## src/hdl/lzss_pkg.sv

```systemverilog
// Shared types and constants for the LZSS stream decoder.
// No dependencies; imported by every module of the decoder.
`timescale 1ns / 1ps

package lzss_pkg;

    // History ring geometry
    localparam int          RING_AW   = 12;
    localparam logic [11:0] START_POS = 12'd4078;
    localparam logic [7:0]  SPACE     = 8'h20;
    localparam logic [4:0]  MIN_MATCH = 5'd3;

    // Parser phase of the front end
    typedef enum logic [1:0] {
        PH_FLAG,
        PH_UNIT,
        PH_HIGH,
        PH_DONE
    } phase_t;

    // One decode command: a literal word or a copy from the ring
    typedef struct packed {
        logic                is_lit;
        logic [7:0]          lit_byte;
        logic [RING_AW-1:0]  pos;
        logic [3:0]          len_code;
    } cmd_t;

endpackage

```

## src/hdl/lzss_front.sv

```systemverilog
// Front end of the LZSS decoder: parses compressed words into commands.
// Depends on lzss_pkg (phase_t, cmd_t).
`timescale 1ns / 1ps

module lzss_front (
    input  logic              clk,
    input  logic              rst_n,
    input  logic              in_valid,
    output logic              in_stall,
    input  logic [7:0]        data_byte,
    input  logic              in_last,
    input  logic              q_full,
    output logic              push,
    output lzss_pkg::cmd_t    push_cmd
);
    import lzss_pkg::*;

    phase_t      phase_reg, phase_next;
    logic [15:0] flags_reg, flags_next;
    logic [7:0]  pend_reg, pend_next;
    logic        accept;

    assign in_stall = q_full;
    assign accept   = in_valid && !q_full;

    // Parser state
    always_ff @(posedge clk or negedge rst_n)
    begin
        if (!rst_n)
        begin
            phase_reg <= PH_FLAG;
            flags_reg <= 16'd0;
            pend_reg  <= 8'd0;
        end
        else
        begin
            phase_reg <= phase_next;
            flags_reg <= flags_next;
            pend_reg  <= pend_next;
        end
    end

    // Classify each accepted word
    always_comb
    begin
        phase_next        = phase_reg;
        flags_next        = flags_reg;
        pend_next         = pend_reg;
        push              = 1'b0;
        push_cmd.is_lit   = 1'b1;
        push_cmd.lit_byte = data_byte;
        push_cmd.pos      = {data_byte[7:4], pend_reg};
        push_cmd.len_code = data_byte[3:0];
        if (accept)
        begin
            unique case (phase_reg)
                PH_FLAG:
                begin
                    flags_next = {8'hFF, data_byte};
                    phase_next = PH_UNIT;
                end
                PH_UNIT:
                begin
                    if (flags_reg[0])
                    begin
                        push       = 1'b1;
                        flags_next = {1'b0, flags_reg[15:1]};
                        phase_next = flags_reg[9] ? PH_UNIT : PH_FLAG;
                    end
                    else
                    begin
                        pend_next  = data_byte;
                        phase_next = PH_HIGH;
                    end
                end
                PH_HIGH:
                begin
                    push            = 1'b1;
                    push_cmd.is_lit = 1'b0;
                    flags_next      = {1'b0, flags_reg[15:1]};
                    phase_next      = flags_reg[9] ? PH_UNIT : PH_FLAG;
                end
                PH_DONE:
                begin
                    phase_next = PH_DONE;
                end
                default:
                begin
                    phase_next = PH_DONE;
                end
            endcase
            // stream end: ignore everything until reset
            if (in_last)
            begin
                phase_next = PH_DONE;
            end
        end
    end

endmodule

```

## config.mk

```make
export PLATFORM = sky130hd
export DESIGN_NAME = lzss_front
export DESIGN_NICKNAME = d
export VERILOG_FILES = /design/src/hdl/lzss_pkg.sv /design/src/hdl/lzss_front.sv
export SDC_FILE = /design/constraint.sdc
export NUM_CORES = 1
export LEC_CHECK = 0
export ABC_AREA = 1
export BUFFER_PORTS_ARGS = -buffer_cell sky130_fd_sc_hd__buf_2
export CORE_ASPECT_RATIO = 0.5
export CORE_MARGIN = 4
export CORE_UTILIZATION = 40
export CTS_CLUSTER_SIZE = 10
export DETAILED_ROUTE_END_ITERATION = 12
export GPL_TIMING_DRIVEN = 1
export PLACE_DENSITY_LB_ADDON = 0.05
export SYNTH_ARGS = -nofsm -noshare
export SYNTH_HDL_FRONTEND = slang
export SYNTH_SLANG_ARGS = --single-unit
```

## constraint.sdc

```tcl
create_clock -name clk -period 4.3 [get_ports clk]
set_input_delay 0.645 -clock clk [delete_from_list [all_inputs] [get_ports clk]]
set_output_delay 0.645 -clock clk [all_outputs]
set_load 0.01 [all_outputs]
```

==> flow_metrics.tcl <==
set metrics [dict create \
    status "completed" \
    post_synth_and_or_nand_nor_area_fraction_pct 34.6 \
    antenna_found_initial 0 \
    clock_path_buffers 2 \
    crit_slowest_cell "ha_1" \
    synth_seq_area_share_pct 44.2 \
    cts_tree "built" \
    h_tree_levels 1 \
    comb_power_share_pct 35.4 \
    power.sequential.fraction_pct 46.3 \
    hold_buffers 0 \
    hold_slack_ns 0.371 \
    syn-instance-count 193 \
    area_enclosed_by_the_die_boundary_um2 4770 \
    core-area_um2 3490 \
    vias_per_cell 4.44 \
    busiest_layer "met2" \
    diodes 0 \
    final_worst_clock_skew_ns 0.00565 \
    worstHoldPathType "input port to async pin" \
    io_pins 40 \
    tightest_slew_ns 0.613 \
    post-synth-top-area-cell "dfrtp_1" \
    largest_family_of_logic_cells_by_synthesized_area "simple AND/OR/NAND/NOR gates" \
    vias 1173 \
    mappedNetlistArea_um2 1470 \
    yosys.area.top_type_share_pct 44.2 \
    p_per_area_nw_per_um2 541 \
    cts_post_setup_buffers_inserted 0 \
    std_cell_rows 15 \
    synth_seq_cells 26 \
    post_synth_xor_area_fraction_pct 0 \
    gr-usage-met3_pct 4.12 \
    post-synth-top-count-cell "nand2_1" \
    post_cts_resized 0 \
    routed_wl_um 2980 \
    grt.total_usage_pct 14.0 \
    drtAntennaViolNets 0 \
    synth_enable_flop_cells 0 \
    crit_chain "inv_1 > ha_1 > nand2_1 > nor2_1 > buf_2" \
    fin_ws_ns 1.89 \
    die_h_um 50.9 \
    drive_gt1_share_pct 23.9 \
    grt_setup_unrepaired "false" \
    clock_latency_ns 0.27 \
    share_clk_of_total_power_pct 18.3 \
    cpLargestDelayFamily "adder cells" \
    max_cap_violations 0 \
    fin_setup_tns_ns 0 \
    synth_compound_gate_area_share_pct 2.13 \
    flow.area_growth_from_synthesis_pct 9.61 \
    internal-power_uw 543 \
    p_leak_nw 0.918 \
    wire_length_per_cell_after_detailed_routing_um 11.3 \
    layout.cells.non_filler 264 \
    drc_errors 0 \
    placed_cells 260 \
    grt_max_degree 27 \
    finalWorstPathRequiredPeriod_ns 2.41 \
    syn_area_per_cell_um2 7.62 \
    flip_flop_count_of_the_largest_register_after_layout 16 \
    vdd_drop_max_v 0.000158 \
    setup_viol 0 \
    numClockSinks 26 \
    io_buffer_count 39 \
    synth.cells.most_frequent "nand2_1 (94), dfrtp_1 (26), buf_4 (18)" \
    hpwlAfterDp_um 2170 \
    power.total_uw 872 \
    slew_viol_final 0 \
    synth.area.top_cells "dfrtp_1 (44%), nand2_1 (24%), buf_4 (9.2%), nand3_1 (5.4%), ha_1 (4.3%)" \
    critPathArrivalTime_ns 1.76 \
    share_of_the_clock_period_used_by_the_worst_path_pct 56.0 \
    share_of_flip_flops_with_an_asynchronous_set_or_reset_after_synthesis_pct 100 \
    die_w_um 93.8 \
    cts.root.buffer_cell "clkbuf_8" \
    layout_nets 232 \
    crit_path_start_kind "register" \
    p_sw_share_pct 37.8 \
    post_synth_num_cell_types 19 \
    critical_path.max_stage_delay_ns 0.65 \
    synth_nets 211 \
    critical_path_class "register to output pin" \
    cp-end-kind "output pin" \
    final_hold_violation_count 0 \
    power.switching_uw 329 \
    timing.critical_path.fanout_max 19 \
    yosys_most_used_dff "dfrtp_1" \
    post_synth_mux_area_share_pct 0 \
    path_clk_slew_ns 0.09 \
    drtIter0Drc 40 \
    globalplace.congestion 0.693 \
    synth-adder-area-share_pct 4.25 \
    grt_pass1_wl_um 5150 \
    drt-pass1-iter-count 4 \
    initial_core_utilization_pct 42.2 \
    synthesis.yosys.warnings 0 \
    first_global_vias 1103 \
    max_freq_mhz 415 \
    fillerInstances 373 \
    worst-endpoint-required_ns 3.65 \
    path_buf_inv 2 \
    global_route.usage.met1_pct 19.1 \
    cts_buffers 3 \
    timing.max_slew.rel_slack_pct 59.1 \
    detailedPlace.worstSlack_ns 2.17 \
    gr-total-overflow 0 \
    groute.layer.met2.usage_pct 22.0 \
]
[metrics by stage]
step                      cell area [um2]  utilization (%)
final                                1610             46.2
after global routing                 1610             46.2
after CTS                            1610             46.2
after detailed placement             1560             44.6
after global placement               1560             44.6
after floorplan                      1470                -
[metal layers]
layer	vias up	wire length, um
li1	610	-
met1	523	1560
met2	38	1210
met3	2	209
met4	0	11
met5	-	0
[kinds of logic (layout without fill, tap and decap cells)]
family	after synthesis	after routing
simple gates	122	122
buf+inv	35	55
flops	26	26
fa+ha+maj	5	5
compound gates	5	5
[worst register-to-register path, stage by stage (launching register included)]
cell	delay, ns
dfrtp_1	0.40
inv_1	0.10
ha_1	0.65
inv_1	0.23
nand2_1	0.14
nand2_1	0.06
nand2_1	0.06
nand2_1	0.05
[area by class of cell]
type | instances | area (um2) | share of cell area, %
repair buffers | 39 | 195 | 12.1
clock buffers | 4 | 55.1 | 3.41
well taps | 51 | 63.8 | 3.96
inverters | 12 | 45.0 | 2.79
multi-input cells | 132 | 603 | 37.4
flip-flops and latches | 26 | 651 | 40.3
[worst paths after layout]
path / cells past startpoint / slack [ns] / from / endpoint
worst max-delay path: 5 / 1.89 / phase_reg[0]$_DFFE_PN0P_ / push
worst min-delay path: 1 / 0.37 / rst_n / pend_reg[0]$_DFFE_PN0P_
worst max register to register: 7 / 2.51 / phase_reg[0]$_DFFE_PN0P_ / flags_reg[7]$_DFFE_PN0P_
worst min register to register: 2 / 0.47 / pend_reg[2]$_DFFE_PN0P_ / pend_reg[2]$_DFFE_PN0P_
max in group asynchronous: 1 / 3.52 / rst_n / flags_reg[11]$_DFFE_PN0P_
min in group clk: 2 / 0.47 / pend_reg[2]$_DFFE_PN0P_ / pend_reg[2]$_DFFE_PN0P_
[cells in the final DEF, fill, tap and decap left out]
cell / count
nand2_1: 94
buf_2: 39
dfrtp_1: 26
nand3_1: 16
inv_1: 10
nor2_1: 6
ha_1: 5
clkbuf_8: 4
nand2_2: 2
inv_2: 2
a21oi_1: 2
nor2_4: 1
nand3_4: 1
nor2_2: 1
o21bai_1: 1
o21ai_0: 1
and2_1: 1
o21ai_2: 1
[power groups by stage]
stage                     Clock, mW  Sequential [mW]  Combinational, mW
final                         0.159            0.404              0.309
after global routing          0.178            0.418              0.366
after global placement            0            0.408              0.310
after CTS                     0.168            0.403              0.316
after detailed placement          0            0.406              0.316
after floorplan                   0            0.411              0.234
Note: power is estimated with default switching activity, not from simulation.
