## src/hdl/lzss_pkg.sv

```systemverilog
// Shared types and constants for the LZSS stream decoder.
// No dependencies; imported by every module of the decoder.
`timescale 1ns / 1ps

package lzss_pkg;

    // History ring geometry
    localparam int          RING_AW   = 12;
    localparam logic [11:0] START_POS = 12'd4078;
    localparam logic [7:0]  SPACE     = 8'h20;
    localparam logic [4:0]  MIN_MATCH = 5'd3;

    // Parser phase of the front end
    typedef enum logic [1:0] {
        PH_FLAG,
        PH_UNIT,
        PH_HIGH,
        PH_DONE
    } phase_t;

    // One decode command: a literal word or a copy from the ring
    typedef struct packed {
        logic                is_lit;
        logic [7:0]          lit_byte;
        logic [RING_AW-1:0]  pos;
        logic [3:0]          len_code;
    } cmd_t;

endpackage

```

## src/hdl/lzss_cmd_fifo.sv

```systemverilog
// Small command queue between the parser and the copy engine.
// Depends on lzss_pkg (cmd_t).
`timescale 1ns / 1ps

module lzss_cmd_fifo #(
    parameter int DEPTH = 4
) (
    input  logic              clk,
    input  logic              rst_n,
    input  logic              push,
    input  lzss_pkg::cmd_t    push_cmd,
    output logic              full,
    input  logic              pop,
    output logic              head_valid,
    output lzss_pkg::cmd_t    head_cmd
);
    import lzss_pkg::*;

    localparam int AW = (DEPTH > 1) ? $clog2(DEPTH) : 1;
    localparam int CW = $clog2(DEPTH + 1);
    localparam logic [AW-1:0] LAST_PTR = AW'(DEPTH - 1);
    localparam logic [CW-1:0] FULL_CNT = CW'(DEPTH);

    cmd_t          slot_reg [DEPTH];
    logic [AW-1:0] wptr_reg, wptr_next;
    logic [AW-1:0] rptr_reg, rptr_next;
    logic [CW-1:0] cnt_reg, cnt_next;
    logic          do_push, do_pop;

    assign full       = (cnt_reg == FULL_CNT);
    assign head_valid = (cnt_reg != '0);
    assign head_cmd   = slot_reg[rptr_reg];
    assign do_push    = push && !full;
    assign do_pop     = pop && head_valid;

    // Pointer and count update
    always_comb
    begin
        wptr_next = wptr_reg;
        rptr_next = rptr_reg;
        cnt_next  = cnt_reg;
        if (do_push)
        begin
            wptr_next = (wptr_reg == LAST_PTR) ? '0 : wptr_reg + 1'b1;
        end
        if (do_pop)
        begin
            rptr_next = (rptr_reg == LAST_PTR) ? '0 : rptr_reg + 1'b1;
        end
        if (do_push && !do_pop)
        begin
            cnt_next = cnt_reg + 1'b1;
        end
        else if (!do_push && do_pop)
        begin
            cnt_next = cnt_reg - 1'b1;
        end
    end

    always_ff @(posedge clk or negedge rst_n)
    begin
        if (!rst_n)
        begin
            wptr_reg <= '0;
            rptr_reg <= '0;
            cnt_reg  <= '0;
        end
        else
        begin
            wptr_reg <= wptr_next;
            rptr_reg <= rptr_next;
            cnt_reg  <= cnt_next;
        end
    end

    // Storage
    always_ff @(posedge clk)
    begin
        if (do_push)
        begin
            slot_reg[wptr_reg] <= push_cmd;
        end
    end

endmodule

```

## config.mk

```make
export PLATFORM = sky130hd
export DESIGN_NAME = lzss_cmd_fifo
export DESIGN_NICKNAME = d
export VERILOG_FILES = /design/src/hdl/lzss_pkg.sv /design/src/hdl/lzss_cmd_fifo.sv
export SDC_FILE = /design/constraint.sdc
export NUM_CORES = 1
export LEC_CHECK = 0
export BUFFER_PORTS_ARGS = -buffer_cell sky130_fd_sc_hd__buf_2
export CAP_MARGIN = 15
export CORE_ASPECT_RATIO = 1.4
export CORE_UTILIZATION = 50
export CTS_BUF_LIST = sky130_fd_sc_hd__clkbuf_8
export DETAILED_ROUTE_END_ITERATION = 8
export GPL_TIMING_DRIVEN = 0
export HOLD_SLACK_MARGIN = 0.05
export PLACE_DENSITY = 0.78
export SLEW_MARGIN = 10
export SYNTH_ARGS = -nofsm -noshare
export SYNTH_HDL_FRONTEND = slang
export SYNTH_SLANG_ARGS = --single-unit
```

## constraint.sdc

```tcl
create_clock -name clk -period 2.75 [get_ports clk]
set_input_delay 0.275 -clock clk [delete_from_list [all_inputs] [get_ports clk]]
set_output_delay 0.275 -clock clk [all_outputs]
set_load 0.005 [all_outputs]
```

==> results.rst, run 1 <==
.. list-table::
   :header-rows: 1

   * - Metric
     - Value
   * - Status
     - completed
   * - H-tree Lvls
     - 3
   * - Source-to-sink clock delay at the later pin of the worst-skew pair
     - 0.36 ns
   * - Number of core rows
     - 38
   * - Setup repair after global routing missed its margin
     - no
   * - Layout cell share with drive strength beyond 1
     - 43.75%
   * - Transition time at the pin with the least slew margin
     - 0.6860 ns
   * - Worst hold margin
     - 0.1208 ns
   * - Number of buffers created by CTS
     - 9
   * - Worst Setup Slack post-DPL
     - 0.6574 ns
   * - Critical Path Source Type
     - register
   * - Sort of element at the end of the critical path
     - register
   * - Areal power density over the cells
     - 1004 nW/um^2
   * - Flip-flop and latch count after synthesis
     - 107
   * - Post-layout worst setup margin
     - 0.6309 ns
   * - Number of flip-flops under the largest register name
     - 100
   * - Port Buffers
     - 55
   * - Via count
     - 1820
   * - Worst clock skew
     - 0.006861 ns
   * - Setup Buffers After CTS
     - 0
   * - Total global-route track usage
     - 17.17%
   * - Initial Utilization
     - 52.44%
   * - Slew HR
     - 54.27%
   * - Most Used Layer, Global Route
     - met2
   * - Worst VDD drop
     - 0.5909 mV
   * - Non-Filler Cell Area, Final
     - 4738 um^2
   * - Share of synthesized flip-flops with an asynchronous set or reset
     - 6.542%
   * - DRT antenna net count
     - 0
   * - Register area share after synthesis
     - 77.25%
   * - Fraction of met3 tracks used by global routing
     - 4.398%
   * - Leakage power of the design
     - 1.698 nW
   * - Storage cell area
     - 3178 um^2
   * - Start-to-end type of the worst setup path
     - register to register
   * - Post-synth EDFFs
     - 100
   * - Non-Filler Instances
     - 340
   * - Met2 track demand over resource in global routing
     - 29.32%
   * - Register clock-pin slew on the reported worst setup and hold paths
     - 0.09 ns
   * - Vias per inst
     - 5.353
   * - I/O pins
     - 56
   * - TritonCTS clock tree
     - built
   * - Post-Syn Area
     - 4114 um^2
   * - Synth cell types
     - 20
   * - Number of DRC markers after the initial detailed-route iteration
     - 100
   * - Reported max-cap violation count
     - 0
   * - Width of the die
     - 78.66 um
   * - Count of yosys warnings during synthesis
     - 0
   * - Number of global-route vias before repair
     - 1964
   * - F_max
     - 0.4719 GHz
   * - Hold crit path type
     - input port to register
   * - Final number of setup-violating endpoints
     - 0
   * - Gate count of the mapped netlist
     - 168
   * - Antenna fix cells
     - 0
   * - Total number of clock tree sinks
     - 107
   * - CP required
     - 3.03 ns
   * - Routed wire per std cell
     - 19.26 um
   * - Final Max Tran Viols
     - 0
   * - Arrival time of the worst setup path
     - 2.40 ns
   * - Share of the cycle needed by the critical path after routing
     - 77.06%
   * - Global-route congestion overflow total
     - 0
   * - Post-detail-place hpwl
     - 4169 um
   * - Floorplan Core Area
     - 7845 um^2
   * - Die height
     - 109.3 um
   * - DIE AREA
     - 8600 um^2
   * - Final Total Pwr
     - 4.759 mW
   * - Pin count of the biggest net entering global routing
     - 26
   * - Syn nets
     - 204
   * - Multi-input logic area
     - 852.1 um^2
   * - Layout fillers
     - 570
   * - Final core area utilization
     - 60.40%
   * - Mean instance size in the synthesized netlist
     - 24.49 um^2
   * - Synth-to-layout area growth
     - 15.18%
   * - Number of cells in the design after placement
     - 323
   * - M1 GR Usage
     - 20.17%
   * - Pre-Repair DR Iteration Count
     - 4
   * - Maximum fanout along the worst path
     - 4
   * - First-pass GRT wire length
     - 10300 um
   * - Clock tree root driver cell
     - sky130_fd_sc_hd__clkbuf_8
   * - Number of hold violations in the final report
     - 0
   * - Maximum buffer depth of the clock tree
     - 2
   * - Total negative slack
     - 0 ns
   * - Final GP Congestion
     - 0.6411
   * - Number of antenna violations at the first check in global routing
     - 0
   * - Post-layout min period
     - 2.119 ns
   * - Total Nets Final
     - 271
   * - Remaining design rule violation count
     - 0
   * - Instance area after placement
     - 4519 um^2
   * - Flip-flop cell with the highest count after synthesis
     - sky130_fd_sc_hd__edfxtp_1
   * - Routed WL
     - 6550 um
## synth_stat cells, types with 3 or more instances
master                     count  area, um^2
sky130_fd_sc_hd__dfrtp_1       7       175.2
sky130_fd_sc_hd__mux4_2       18       405.4
sky130_fd_sc_hd__buf_2         3       15.01
sky130_fd_sc_hd__ha_1          6       75.07
sky130_fd_sc_hd__mux4_1        7       183.9
sky130_fd_sc_hd__edfxtp_1    100        3003
sky130_fd_sc_hd__inv_1         3       11.26
sky130_fd_sc_hd__nor2_1        3       11.26
sky130_fd_sc_hd__mux2_2        3       33.78
sky130_fd_sc_hd__and2_1        4       25.02
## power by group
| part | switching (mW) | internal [mW] | leakage (nW) | total, mW |
|---|---|---|---|---|
| combinational | 0.694 | 0.788 | 0.587 | 1.48 |
| sequential | 0.119 | 2.16 | 0.998 | 2.28 |
| clock | 0.490 | 0.504 | 0.113 | 0.993 |
| total | 1.30 | 3.46 | 1.70 | 4.76 |
## final timing paths
path	endpoint	cells after the start	from	slack, ns
hold / removal	slot_reg[1][6]	1	push_cmd[6]	0.12
max in group asynchronous	cnt_reg[0]	2	rst_n	2.32
min in group asynchronous	rptr_reg[0]	2	rst_n	0.27
setup / recovery	cnt_reg[2]	8	cnt_reg[0]	0.63
hold reg to reg	cnt_reg[2]	1	cnt_reg[2]	0.51
setup reg to reg	cnt_reg[2]	8	cnt_reg[0]	0.63
## cell usage in the layout, fill, tap and decap left out, types with 2 or more instances in the layout
master                      netlist  routed
sky130_fd_sc_hd__xor2_1           2       2
sky130_fd_sc_hd__mux4_1           7       7
sky130_fd_sc_hd__nor2_1           3       3
sky130_fd_sc_hd__buf_2            3      58
sky130_fd_sc_hd__and2_2           0       4
sky130_fd_sc_hd__clkbuf_8         0       9
sky130_fd_sc_hd__ha_1             6       6
sky130_fd_sc_hd__buf_6            2       2
sky130_fd_sc_hd__mux2_2           3       3
sky130_fd_sc_hd__bufinv_16        0       2
sky130_fd_sc_hd__mux4_2          18      18
sky130_fd_sc_hd__dfrtp_1          7       7
sky130_fd_sc_hd__inv_1            3       5
sky130_fd_sc_hd__buf_12           2       2
sky130_fd_sc_hd__edfxtp_1       100     100
sky130_fd_sc_hd__mux2_4           2       2
## area by class of cell
| class | count | share of cell area (%) |
|---|---|---|
| clock inverter | 7 | 1.796 |
| timing repair buffer | 56 | 6.021 |
| inverter | 3 | 0.2377 |
| multi-input combinational | 51 | 17.98 |
| clock buffer | 9 | 2.614 |
| sequential | 107 | 67.07 |
| tap | 100 | 2.641 |
| buffer | 7 | 1.637 |
## logic make-up (layout without fill, tap and decap cells)
group                      after synthesis  in the layout  synth area share [%]
xor gates and xnor gates                 3              3                0.6388
DFF                                    107            107                 77.25
buffers and inverters                   10             82                 2.159
adders and majority gates                7              7                 2.311
muxes                                   30             30                 15.88
and+or+nand+nor                         11             11                 1.764
## worst max-delay path, stage by stage (launching register included)
cell and delay, ns:
sky130_fd_sc_hd__dfrtp_1 0.46, sky130_fd_sc_hd__or3_4 0.42, sky130_fd_sc_hd__nand2_2 0.11, sky130_fd_sc_hd__ha_1 0.18, sky130_fd_sc_hd__inv_1 0.06, sky130_fd_sc_hd__fa_1 0.37, sky130_fd_sc_hd__xor2_1 0.17, sky130_fd_sc_hd__nor2_1 0.11
sky130_fd_sc_hd__xor2_1 0.17
## metal layers
metal  vias up  routed length [um]
li1        829                   -
met1       924                2638
met2        56                3474
met3        11                 335
met4         0                 102
met5         -                   0
## what timing repair did
action	CTS	global route
endpoints found under the hold margin	7	0
setup endpoints to repair	0	0
gates resized for setup	0	0
hold buffers	1	0
Power figures use the tool's default switching activity.
==> inputs of run 2 (changes only) <==
clock period = 2.2 ns   (was 2.75 ns; I/O delays follow)
==> run 2 against run 1 <==
Effect of this change: critical path depth stayed put; combinational power up 25%; sequential power increased by 25%; cell area barely moved; non-clock buffer count unchanged; sequential share of layout area hardly changed; die area did not move; setup slack worse by 0.53 ns; flip-flop and latch count unchanged; critical path type unchanged.
==> results.rst, run 2 (synthesis gave the netlist of run 1 again) <==
.. list-table::
   :header-rows: 1

   * - Metric
     - Value
   * - Status
     - completed
   * - Number of flip-flops under the largest register name
     - 100
   * - Sort of element at the end of the critical path
     - register
   * - Cell with the biggest individual delay on the critical path
     - sky130_fd_sc_hd__dfrtp_2
   * - Initial Utilization
     - 52.44%
   * - Total Nets Final
     - 271
   * - Routed WL
     - 6551 um
   * - Setup Buffers After CTS
     - 0
   * - Seq pwr share
     - 48.0%
   * - Source-to-sink clock delay at the later pin of the worst-skew pair
     - 0.36 ns
   * - Areal power density over the cells
     - 1256 nW/um^2
   * - Largest stage delay on the critical path
     - 0.46 ns
   * - I/O pins
     - 56
   * - Port Buffers
     - 55
   * - Final Max Tran Viols
     - 0
   * - Maximum buffer depth of the clock tree
     - 2
   * - Final GP Congestion
     - 0.6411
   * - DRT antenna net count
     - 0
   * - Number of hold violations in the final report
     - 0
   * - Worst hold margin
     - 0.06575 ns
   * - Cells traversed along the worst timing path
     - or3_4 -> nand2_2 -> ha_1 -> inv_1 -> fa_1 -> xor2_1 -> nor2_1 -> xor2_1
   * - Critical Path Source Type
     - register
   * - Width of the die
     - 78.66 um
   * - Die height
     - 109.3 um
   * - Storage cell area
     - 3179 um^2
   * - Slew HR
     - 54.27%
   * - Transition time at the pin with the least slew margin
     - 0.6860 ns
   * - Most common library cell in the layout ignoring fill and taps
     - sky130_fd_sc_hd__edfxtp_1
   * - Pin count of the biggest net entering global routing
     - 26
   * - Reported max-cap violation count
     - 0
   * - Worst clock skew
     - 0.006718 ns
   * - Final number of setup-violating endpoints
     - 0
   * - Worst VDD drop
     - 0.7389 mV
   * - Hold crit path type
     - input port to register
   * - Switching power
     - 1.628 mW
   * - Total number of clock tree sinks
     - 107
   * - Vias per inst
     - 5.353
   * - Share of the cycle needed by the critical path after routing
     - 95.55%
   * - Layout cell share with drive strength beyond 1
     - 44.17%
   * - Final Total Pwr
     - 5.951 mW
   * - Number of buffers created by CTS
     - 9
   * - Number of global-route vias before repair
     - 1964
   * - Global-route congestion overflow total
     - 0
   * - Total global-route track usage
     - 17.17%
   * - Setup repair after global routing missed its margin
     - no
   * - Arrival time of the worst setup path
     - 2.39 ns
   * - Most numerous cell on the critical path
     - sky130_fd_sc_hd__xor2_1
   * - Total negative slack
     - 0 ns
   * - Clock network fraction of total power
     - 20.9%
   * - H-tree Lvls
     - 3
   * - Post-detail-place hpwl
     - 4169 um
   * - Register clock-pin slew on the reported worst setup and hold paths
     - 0.09 ns
   * - Via count
     - 1820
   * - Number of antenna violations at the first check in global routing
     - 0
   * - First-pass GRT wire length
     - 10300 um
   * - Net Sw Frac
     - 27.36%
   * - Clock tree root driver cell
     - sky130_fd_sc_hd__clkbuf_8
   * - Multi-input logic area
     - 852.1 um^2
   * - Leakage power of the design
     - 1.697 nW
   * - DIE AREA
     - 8600 um^2
   * - Floorplan Core Area
     - 7845 um^2
   * - Number of core rows
     - 38
   * - Post-layout min period
     - 2.102 ns
   * - Antenna fix cells
     - 0
   * - Synth-to-layout area growth
     - 15.21%
   * - TritonCTS clock tree
     - built
   * - Layout fillers
     - 570
   * - Number of DRC markers after the initial detailed-route iteration
     - 100
   * - Remaining design rule violation count
     - 0
   * - Maximum fanout along the worst path
     - 4
   * - Pre-Repair DR Iteration Count
     - 4
   * - CP required
     - 2.48 ns
   * - Comb power frac
     - 31.1%
   * - F_max
     - 0.4757 GHz
   * - Cell internal pwr
     - 4.323 mW
   * - R2R Setup Slk
     - 0.1 ns
   * - Routed wire per std cell
     - 19.27 um
   * - Start-to-end type of the worst setup path
     - register to register
   * - Most frequent cells in the layout
     - 100 x sky130_fd_sc_hd__edfxtp_1, 58 x sky130_fd_sc_hd__buf_2, 18 x sky130_fd_sc_hd__mux4_2, 9 x sky130_fd_sc_hd__clkbuf_8, 7 x sky130_fd_sc_hd__mux4_1
## run 2: layer usage
metal	vias up	global-route usage, %	part of all wire, %
met3	11	4.398	5.1
met2	56	29.32	53
met5	-	0	0
met4	0	8.598	1.6
met1	924	20.17	40
li1	829	-	-
## run 2: repair_timing
| item | 4_1_cts | 5_1_grt |
|---|---|---|
| gates resized for setup | 0 | 1 |
| setup endpoints to repair | 0 | 1 |
| hold buffers | 1 | 0 |
| hold endpoints to repair | 7 | 0 |
## run 2: power by group through the flow
stage                     clock network, mW  registers (mW)  logic, mW
final                                  1.24            2.86       1.85
after detailed placement                  0            2.90       1.90
after floorplan                           0            2.85       1.28
after CTS                              1.26            2.86       1.91
after global placement                    0            2.88       1.86
after global routing                   1.34            2.90       2.04
## run 2: path summary, 6_finish.rpt
kind,start,to,cells after the start
max,cnt_reg[0],cnt_reg[2],8
min,push_cmd[6],slot_reg[1][6],1
max reg2reg,cnt_reg[0],cnt_reg[2],8
min reg2reg,cnt_reg[2],cnt_reg[2],1
max in group asynchronous,rst_n,cnt_reg[0],2
min in group asynchronous,rst_n,rptr_reg[0],2
## run 2: worst max-delay path, delay by kind of cell, from the launching register on
family / cells / cell delay [ns]
xor+xnor: 2 / 0.34
fa+ha+maj: 2 / 0.55
buf+inv: 1 / 0.06
flops: 1 / 0.46
simple gates: 3 / 0.63
## run 2: final cells by class
cell class                      count  area share [%]
Clock buffer                        9           2.614
Inverter                            3          0.2376
Clock inverter                      7           1.795
Multi-Input combinational cell     51           17.98
Sequential cell                   107           67.08
Tap cell                          100           2.640
Timing Repair Buffer               56           6.019
Buffer                              7           1.637
## run 2: stage by stage
stage | std cells | setup slack, ns | area (um^2) | utilization [%]
floorplan | 168 | 0.2191 | 4114 | -
global placement | 323 | -0.1218 | 4514 | 57.54
detailed placement | 323 | 0.1074 | 4519 | 57.61
CTS | 340 | 0.05614 | 4738 | 60.40
global route | 340 | 0.009643 | 4740 | 60.41
finish | 340 | 0.09800 | 4740 | 60.41
